==> src/rtl/core/msc_pkg.sv <==
package msc_pkg;

  localparam int BYTE_W  = 8;
  localparam int CNT_W   = 16;
  localparam int LEN_W   = 16;
  localparam int MAX_RES = 3;
  localparam int RES_W   = $clog2(MAX_RES + 1);

  localparam logic [LEN_W-1:0] MAX_LEN_RESET = LEN_W'(512);

  // Byte codes the filter reacts to
  localparam logic [BYTE_W-1:0] CH_OPEN  = 8'h3C;
  localparam logic [BYTE_W-1:0] CH_CLOSE = 8'h3E;
  localparam logic [BYTE_W-1:0] CH_LEAD  = 8'hC2;
  localparam logic [BYTE_W-1:0] CH_TRAIL = 8'hB6;
  localparam logic [BYTE_W-1:0] CH_NL    = 8'h0A;
  localparam logic [BYTE_W-1:0] CH_CR    = 8'h0D;
  localparam logic [BYTE_W-1:0] CH_TAB   = 8'h09;
  localparam logic [BYTE_W-1:0] CH_SPACE = 8'h20;

  // Results produced by one accepted input word
  typedef struct packed {
    logic [RES_W-1:0]               cnt;
    logic [MAX_RES-1:0][BYTE_W-1:0] bytes;
    logic                           bare;
    logic                           last;
  } group_t;

endpackage

==> src/rtl/core/msc_if.sv <==
interface msc_in_if;
  import msc_pkg::*;
  logic              valid;
  logic              ready;
  logic [BYTE_W-1:0] in_byte;
  logic              in_last;

  modport source (output valid, output in_byte, output in_last, input ready);
  modport sink (input valid, input in_byte, input in_last, output ready);
endinterface

interface msc_out_if;
  import msc_pkg::*;
  logic              valid;
  logic              ready;
  logic [BYTE_W-1:0] out_byte;
  logic              out_valid;
  logic              out_last;

  modport source (output valid, output out_byte, output out_valid, output out_last,
                  input ready);
  modport sink (input valid, input out_byte, input out_valid, input out_last,
                output ready);
endinterface

interface msc_cfg_if;
  import msc_pkg::*;
  logic             valid;
  logic             ready;
  logic [LEN_W-1:0] max_len;

  modport source (output valid, output max_len, input ready);
  modport sink (input valid, input max_len, output ready);
endinterface

==> src/rtl/core/markup_strip_space_collapse.sv <==
// Output: an accepted byte shows its first result word on tx in the cycle after acceptance.
// Throughput: one input byte per cycle while each byte yields at most one word and tx is
//   ready; a byte yielding two or three words (held space, released 0xC2) holds rx until
//   the three-word result queue, draining one word per ready cycle, reaches its last word.
// Reset (rst, synchronous, active high): clear tag/space/lead/count state, empty the
//   result queue, and load max_len with 512. No clearing pass is needed.
module markup_strip_space_collapse (
  input  logic      clk,
  input  logic      rst,
  msc_in_if.sink    rx,
  msc_out_if.source tx,
  msc_cfg_if.sink   cfg
);
  import msc_pkg::*;

  group_t grp;
  logic   ready;
  logic   accept;

  // Accept a byte when the result queue is empty or loses its last word this cycle
  assign rx.ready = ready;
  assign accept   = rx.valid && ready;

  // Filter: tag stripping, pilcrow removal, space collapsing and length limit,
  // all worked out in one pass for the byte on rx
  msc_filter u_filter (
    .clk     (clk),
    .rst     (rst),
    .cfg     (cfg),
    .accept  (accept),
    .in_byte (rx.in_byte),
    .in_last (rx.in_last),
    .grp     (grp)
  );

  // Result register: hold up to three words and hand them out one at a time
  msc_serializer u_serializer (
    .clk   (clk),
    .rst   (rst),
    .load  (accept),
    .grp   (grp),
    .ready (ready),
    .tx    (tx)
  );

endmodule

==> src/rtl/core/msc_filter.sv <==
module msc_filter (
  input  logic                      clk,
  input  logic                      rst,
  msc_cfg_if.sink                   cfg,
  input  logic                      accept,
  input  logic [msc_pkg::BYTE_W-1:0] in_byte,
  input  logic                      in_last,
  output msc_pkg::group_t           grp
);
  import msc_pkg::*;

  logic [LEN_W-1:0] max_len;
  logic             inside_tag;
  logic             space_pending;
  logic             lead_held;
  logic [CNT_W-1:0] written_count;

  logic             tag_next;
  logic             sp_next;
  logic             held_next;
  logic [CNT_W-1:0] cnt_next;
  logic [CNT_W-1:0] lim;

  assign cfg.ready = 1'b1;
  assign lim = (max_len == '0) ? '0 : CNT_W'(max_len - LEN_W'(1));

  always_comb begin
    logic                           tag_v;
    logic                           sp_v;
    logic                           held_v;
    logic                           take_v;
    logic [CNT_W-1:0]               cnt_v;
    logic [RES_W-1:0]               n_v;
    logic [MAX_RES-1:0][BYTE_W-1:0] res_v;

    tag_v  = inside_tag;
    sp_v   = space_pending;
    held_v = 1'b0;
    take_v = 1'b1;
    cnt_v  = written_count;
    n_v    = '0;
    res_v  = '0;

    // release a held lead byte, or drop it with its trail byte
    if (lead_held) begin
      if (in_byte == CH_TRAIL) begin
        take_v = 1'b0;
      end else if (cnt_v < lim) begin
        if (sp_v) begin
          res_v[n_v[1:0]] = CH_SPACE;
          n_v  = n_v + RES_W'(1);
          sp_v = 1'b0;
        end
        res_v[n_v[1:0]] = CH_LEAD;
        n_v   = n_v + RES_W'(1);
        cnt_v = cnt_v + CNT_W'(1);
      end
    end

    // handle the new byte itself
    if (take_v && (cnt_v < lim)) begin
      if (in_byte == CH_OPEN) begin
        tag_v = 1'b1;
      end else if (in_byte == CH_CLOSE) begin
        tag_v = 1'b0;
      end else if (!tag_v) begin
        if (in_byte == CH_LEAD) begin
          held_v = 1'b1;
        end else if (in_byte inside {CH_NL, CH_CR, CH_TAB, CH_SPACE}) begin
          if (!sp_v) begin
            sp_v  = 1'b1;
            cnt_v = cnt_v + CNT_W'(1);
          end
        end else begin
          if (sp_v) begin
            res_v[n_v[1:0]] = CH_SPACE;
            n_v  = n_v + RES_W'(1);
            sp_v = 1'b0;
          end
          res_v[n_v[1:0]] = in_byte;
          n_v   = n_v + RES_W'(1);
          cnt_v = cnt_v + CNT_W'(1);
        end
      end
    end

    // end of text: flush a lead byte that no trail byte can follow
    if (in_last && held_v) begin
      held_v = 1'b0;
      if (cnt_v < lim) begin
        if (sp_v) begin
          res_v[n_v[1:0]] = CH_SPACE;
          n_v  = n_v + RES_W'(1);
          sp_v = 1'b0;
        end
        res_v[n_v[1:0]] = CH_LEAD;
        n_v   = n_v + RES_W'(1);
        cnt_v = cnt_v + CNT_W'(1);
      end
    end

    grp.last = in_last;
    if (in_last && (n_v == '0)) begin
      grp.cnt   = RES_W'(1);
      grp.bytes = '0;
      grp.bare  = 1'b1;
    end else begin
      grp.cnt   = n_v;
      grp.bytes = res_v;
      grp.bare  = 1'b0;
    end

    if (in_last) begin
      tag_next  = 1'b0;
      sp_next   = 1'b0;
      held_next = 1'b0;
      cnt_next  = '0;
    end else begin
      tag_next  = tag_v;
      sp_next   = sp_v;
      held_next = held_v;
      cnt_next  = cnt_v;
    end
  end

  always_ff @(posedge clk) begin
    if (rst) begin
      max_len       <= MAX_LEN_RESET;
      inside_tag    <= 1'b0;
      space_pending <= 1'b0;
      lead_held     <= 1'b0;
      written_count <= '0;
    end else begin
      if (cfg.valid) begin
        max_len <= cfg.max_len;
      end
      if (accept) begin
        inside_tag    <= tag_next;
        space_pending <= sp_next;
        lead_held     <= held_next;
        written_count <= cnt_next;
      end
    end
  end

  a_held_outside_tag: assert property (@(posedge clk) disable iff (rst)
    !(lead_held && inside_tag))
    else $error("lead byte held inside markup");

  a_last_clears: assert property (@(posedge clk) disable iff (rst)
    accept && in_last |=> (written_count == '0) && !space_pending && !lead_held
                          && !inside_tag)
    else $error("state not cleared after end of text");

  a_group_fits: assert property (@(posedge clk) disable iff (rst)
    accept |-> (grp.cnt <= RES_W'(MAX_RES)))
    else $error("more result words than the queue holds");

endmodule

==> src/rtl/core/msc_serializer.sv <==
module msc_serializer (
  input  logic            clk,
  input  logic            rst,
  input  logic            load,
  input  msc_pkg::group_t grp,
  output logic            ready,
  msc_out_if.source       tx
);
  import msc_pkg::*;

  logic [RES_W-1:0]               rem;
  logic [MAX_RES-1:0][BYTE_W-1:0] data;
  logic                           bare;
  logic                           last;
  logic                           pop;

  assign pop   = tx.valid && tx.ready;
  assign ready = (rem == '0) || ((rem == RES_W'(1)) && tx.ready);

  assign tx.valid     = (rem != '0);
  assign tx.out_byte  = data[0];
  assign tx.out_valid = !bare;
  assign tx.out_last  = last && (rem == RES_W'(1));

  always_ff @(posedge clk) begin
    if (rst) begin
      rem <= '0;
    end else if (load) begin
      rem <= grp.cnt;
    end else if (pop) begin
      rem <= rem - RES_W'(1);
    end
  end

  // load a new group, else advance the byte queue on each delivered word
  always_ff @(posedge clk) begin
    if (load) begin
      data <= grp.bytes;
      bare <= grp.bare;
      last <= grp.last;
    end else if (pop) begin
      data <= {BYTE_W'(0), data[MAX_RES-1:1]};
    end
  end

  a_no_load_when_busy: assert property (@(posedge clk) disable iff (rst)
    (rem > RES_W'(1)) |-> !ready)
    else $error("input taken while several results pending");

  a_load_shows: assert property (@(posedge clk) disable iff (rst)
    load && (grp.cnt != '0) |=> tx.valid)
    else $error("loaded group not presented");

  a_bare_single: assert property (@(posedge clk) disable iff (rst)
    tx.valid && bare |-> (rem == RES_W'(1)) && last)
    else $error("end marker not alone or not last");

endmodule

==> src/flat_wrapper.sv <==
// flat-port wrapper written by rule: the top's interface ports become plain ports
module markup_strip_space_collapse_flat import msc_pkg::*;
  (clk, rst, rx_valid, rx_in_byte, rx_in_last, rx_ready, tx_valid, tx_out_byte, tx_out_valid, tx_out_last, tx_ready, cfg_valid, cfg_max_len, cfg_ready);
  msc_in_if rx_i ();
  msc_out_if tx_i ();
  msc_cfg_if cfg_i ();
  input  logic clk;
  input  logic rst;
  input wire logic [$bits(rx_i.valid)-1:0] rx_valid;
  input wire logic [$bits(rx_i.in_byte)-1:0] rx_in_byte;
  input wire logic [$bits(rx_i.in_last)-1:0] rx_in_last;
  output wire logic [$bits(rx_i.ready)-1:0] rx_ready;
  output wire logic [$bits(tx_i.valid)-1:0] tx_valid;
  output wire logic [$bits(tx_i.out_byte)-1:0] tx_out_byte;
  output wire logic [$bits(tx_i.out_valid)-1:0] tx_out_valid;
  output wire logic [$bits(tx_i.out_last)-1:0] tx_out_last;
  input wire logic [$bits(tx_i.ready)-1:0] tx_ready;
  input wire logic [$bits(cfg_i.valid)-1:0] cfg_valid;
  input wire logic [$bits(cfg_i.max_len)-1:0] cfg_max_len;
  output wire logic [$bits(cfg_i.ready)-1:0] cfg_ready;
  assign rx_i.valid = rx_valid;
  assign rx_i.in_byte = rx_in_byte;
  assign rx_i.in_last = rx_in_last;
  assign rx_ready = rx_i.ready;
  assign tx_valid = tx_i.valid;
  assign tx_out_byte = tx_i.out_byte;
  assign tx_out_valid = tx_i.out_valid;
  assign tx_out_last = tx_i.out_last;
  assign tx_i.ready = tx_ready;
  assign cfg_i.valid = cfg_valid;
  assign cfg_i.max_len = cfg_max_len;
  assign cfg_ready = cfg_i.ready;
  markup_strip_space_collapse u_core (.clk(clk), .rst(rst), .rx(rx_i), .tx(tx_i), .cfg(cfg_i));
endmodule
==> config.mk <==
export PLATFORM = sky130hd
export DESIGN_NAME = markup_strip_space_collapse_flat
export DESIGN_NICKNAME = d
export VERILOG_FILES = /design/src/rtl/core/msc_pkg.sv /design/src/rtl/core/msc_if.sv /design/src/rtl/core/markup_strip_space_collapse.sv /design/src/rtl/core/msc_filter.sv /design/src/rtl/core/msc_serializer.sv /design/src/flat_wrapper.sv
export SDC_FILE = /design/constraint.sdc
export NUM_CORES = 1
export LEC_CHECK = 0
export ABC_AREA = 1
export BUFFER_PORTS_ARGS = -buffer_cell sky130_fd_sc_hd__buf_2
export CORE_MARGIN = 2
export CORE_UTILIZATION = 40
export CTS_BUF_LIST = sky130_fd_sc_hd__clkbuf_4 sky130_fd_sc_hd__clkbuf_8 sky130_fd_sc_hd__clkbuf_16
export CTS_CLUSTER_SIZE = 25
export DETAILED_ROUTE_END_ITERATION = 16
export GPL_ROUTABILITY_DRIVEN = 0
export SYNTH_ARGS = -nofsm -noshare
export SYNTH_HDL_FRONTEND = slang
export SYNTH_SLANG_ARGS = --single-unit
export TNS_END_PERCENT = 20
==> constraint.sdc <==
create_clock -name clk -period 8 [get_ports clk]
set_input_delay 0.4 -clock clk [delete_from_list [all_inputs] [get_ports clk]]
set_output_delay 0.4 -clock clk [all_outputs]
set_load 0.05 [all_outputs]
==> results.yml <==
setup_path:
  r2r_start: "u_core.u_filter.max_len[0]"
  cpMostUsedCell: "nand2_1"
  cp.required_ps: 8100
  crit_path_end_kind: "flop"
  crit_path_start_kind: "flop"
  path_max_fanout: 7
  max_stage_delay_ps: 330
  crit_slowest_cell: "ha_1"
  startpoint: "u_core.u_filter.max_len[0]"
  cp.arrival_ps: 7400
  crit_type: "flop to flop"
yosys:
  netlist_top_cells_area: "edfxtp_1 13%, ha_1 13%, dfxtp_1 13%"
  avgSynthCellArea_um2: 6.95
  yosysSeqAreaShare_pct: 26.0
  synthCells: 842
  synth_fp_nets: 934
  netlist.area_leader.share_pct: 13.4
  synth.distinct_cells: 48
  yosysWarnings: 0
  synth_top_area_cell: "edfxtp_1"
  ys_seq_elements: 63
  synth_flop_cell: "dfxtp_1"
  postSynth.asyncResetShare_pct: 0
  synthTopCellsByCount: "197 x nand2_1, 95 x inv_1, 88 x nor2_1"
  yosysMostFrequentCell: "nand2_1"
  netlist_area_mm2: 0.00585
  synth-edff-count: 26
sta:
  setup_ws_ps: 697
  max_clock_freq_ghz: 0.137
  fin_crit_sh_pct: 91.3
  final.min_clock_period_ps: 7300
  hold_viol_final: 0
  setup_viol: 0
  tightest_slew_ps: 1180
  hold_ws_ps: 259
  drv_slew: 0
  fin_skew_ps: 6.69
  setup-tns-final_ps: 0
  relSlewSlack_pct: 21.4
clocking:
  cts_buffer_depth: 2
  cts_buffers: 9
  root_buffer: "clkbuf_16"
  htreeDepth: 3
  clk_pin_slew_ps: 60
  clk_latency_ps: 360
  cts_tree: "built"
  cts.sinks: 63
min_path:
  min_from: "cfg_max_len[9]"
  hold_class: "input port to flop"
routing:
  drt_iter0_markers: 412
  drt-total-wl_um: 15900
  via_per_inst: 5.12
  dr.pass1.iters: 5
  vias: 5504
  wl_per_cell_um: 14.8
  ant_nets: 0
  drc: 0
pwr:
  power_density_mw_per_mm2: 193
  worst_ir_drop_vdd_mv: 0.124
  power_leakage_uw: 0.00320
grt:
  grt_pass1_wl_um: 26000
  grt_use_total_pct: 20.5
  grt_max_degree: 40
  antenna_found_initial: 0
  gr-total-overflow: 0
  grt_pass1_vias: 5199
run:
  drv_cap: 0
die:
  die_w_um: 125
  die-area_mm2: 0.0156
  die_h_um: 125
  core_area_mm2: 0.0144
  num_io_pins: 43
  start_util_pct: 40.5
  rows: 44
status:
  status: "finished, final reports clean"
finish:
  layout.nets: 977
  antennaDiodeCount: 0
  syn_to_final_growth_pct: 14.2
  stdcell_area_mm2: 0.00668
  layout.cells.non_filler: 1074
  drive_above_1_share_pct: 15.8
placed_design:
  place_ws_ps: 384
  placed_cell_area_mm2: 0.00620
  io_buffers: 41
  dp_hpwl_um: 12100
  dp_cells: 1049
==> registers in the layout, indices dropped and copies added (netlist names) <==
register and cells:
u_core.u_serializer.last 1, u_core.u_filter.space_pending 1, u_core.u_filter.lead_held 1, u_core.u_serializer.tx.out_byte 8, u_core.u_serializer.data 16, u_core.u_serializer.rem 2
u_core.u_filter.max_len 16, u_core.u_serializer.bare 1, u_core.u_filter.inside_tag 1, u_core.u_filter.written_count 16
==> path summary, 6_finish.rpt <==
path	endpoint	slack [ps]	cells past startpoint
max reg2reg	u_core.u_serializer.data[13]	700	44
min reg2reg	u_core.u_serializer.rem[1]	470	2
min	u_core.u_filter.max_len[9]	260	3
max	u_core.u_serializer.data[13]	700	44
==> kinds of logic after synthesis <==
| kind of cell | synth area share (%) |
|---|---|
| fa+ha+maj | 13.3 |
| simple gates | 35.4 |
| compound gates | 11.0 |
| flops | 26.0 |
| other cells | 0.0641 |
| xor+xnor | 5.18 |
| buf+inv | 9.05 |
==> final cells by class <==
class	instances	area, µm²
clock buffer	9	225
clock inverter	7	105
fill	1458	7740
inverter	102	388
multi-input combinational	651	3880
sequential	63	1520
tap	184	230
timing repair buffer	58	333
==> power breakdown <==
| part | internal (µW) | total [µW] | switching (µW) |
|---|---|---|---|
| logic | 101 | 398 | 296 |
| clock network | 277 | 447 | 170 |
| registers | 420 | 443 | 22.5 |
| total | 799 | 1290 | 489 |
==> layer usage <==
metal,track usage (%),up-vias,share of wire [%]
met5,0,-,0
met4,6.73,0,1.4
met3,3.48,18,5.2
met2,31.3,163,44
met1,29.4,2445,50
li1,-,2878,-
==> worst max-delay path: cells and delay by family (launching register included) <==
kind	cells	cell delay [ps]
adder cells (fa/ha/maj)	3	940
buffers and inverters	8	970
AND/OR/NAND/NOR	21	2940
flip-flops	1	310
AO/OA/AOI/OAI	9	1260
XOR/XNOR	3	590
==> cell usage in the layout, fill, tap and decap left out, types with 4 or more instances in the layout <==
cell type	instances
a211oi_1	4
a21oi_1	52
a21oi_2	4
buf_2	41
buf_4	17
clkbuf_16	9
dfxtp_1	37
edfxtp_1	26
ha_1	62
inv_1	95
inv_2	5
nand2_1	196
nand2_2	6
nand2_4	4
nand3_1	57
nand3_2	11
nand4_1	20
nor2_1	88
nor2_2	5
nor3_1	16
nor3_2	6
nor4_1	10
o21ai_0	36
o21ai_1	4
or2_2	7
xnor2_1	5
xor2_1	22
xor2_2	4
==> metrics by stage <==
step	utilization [%]	power, µW
after floorplan	-	776
after global placement	43.0	840
after detailed placement	43.0	842
after CTS	45.3	1290
after global routing	46.3	1360
final	46.3	1290
==> what timing repair did <==
action / CTS / global route
hold endpoints to repair: 0 / 0
endpoints found under the setup margin: 0 / 33
buffers inserted: 0 / 8
hold buffers: 0 / 0
resized for setup: 0 / 14
No activity file was read; power rests on OpenSTA's default activity.
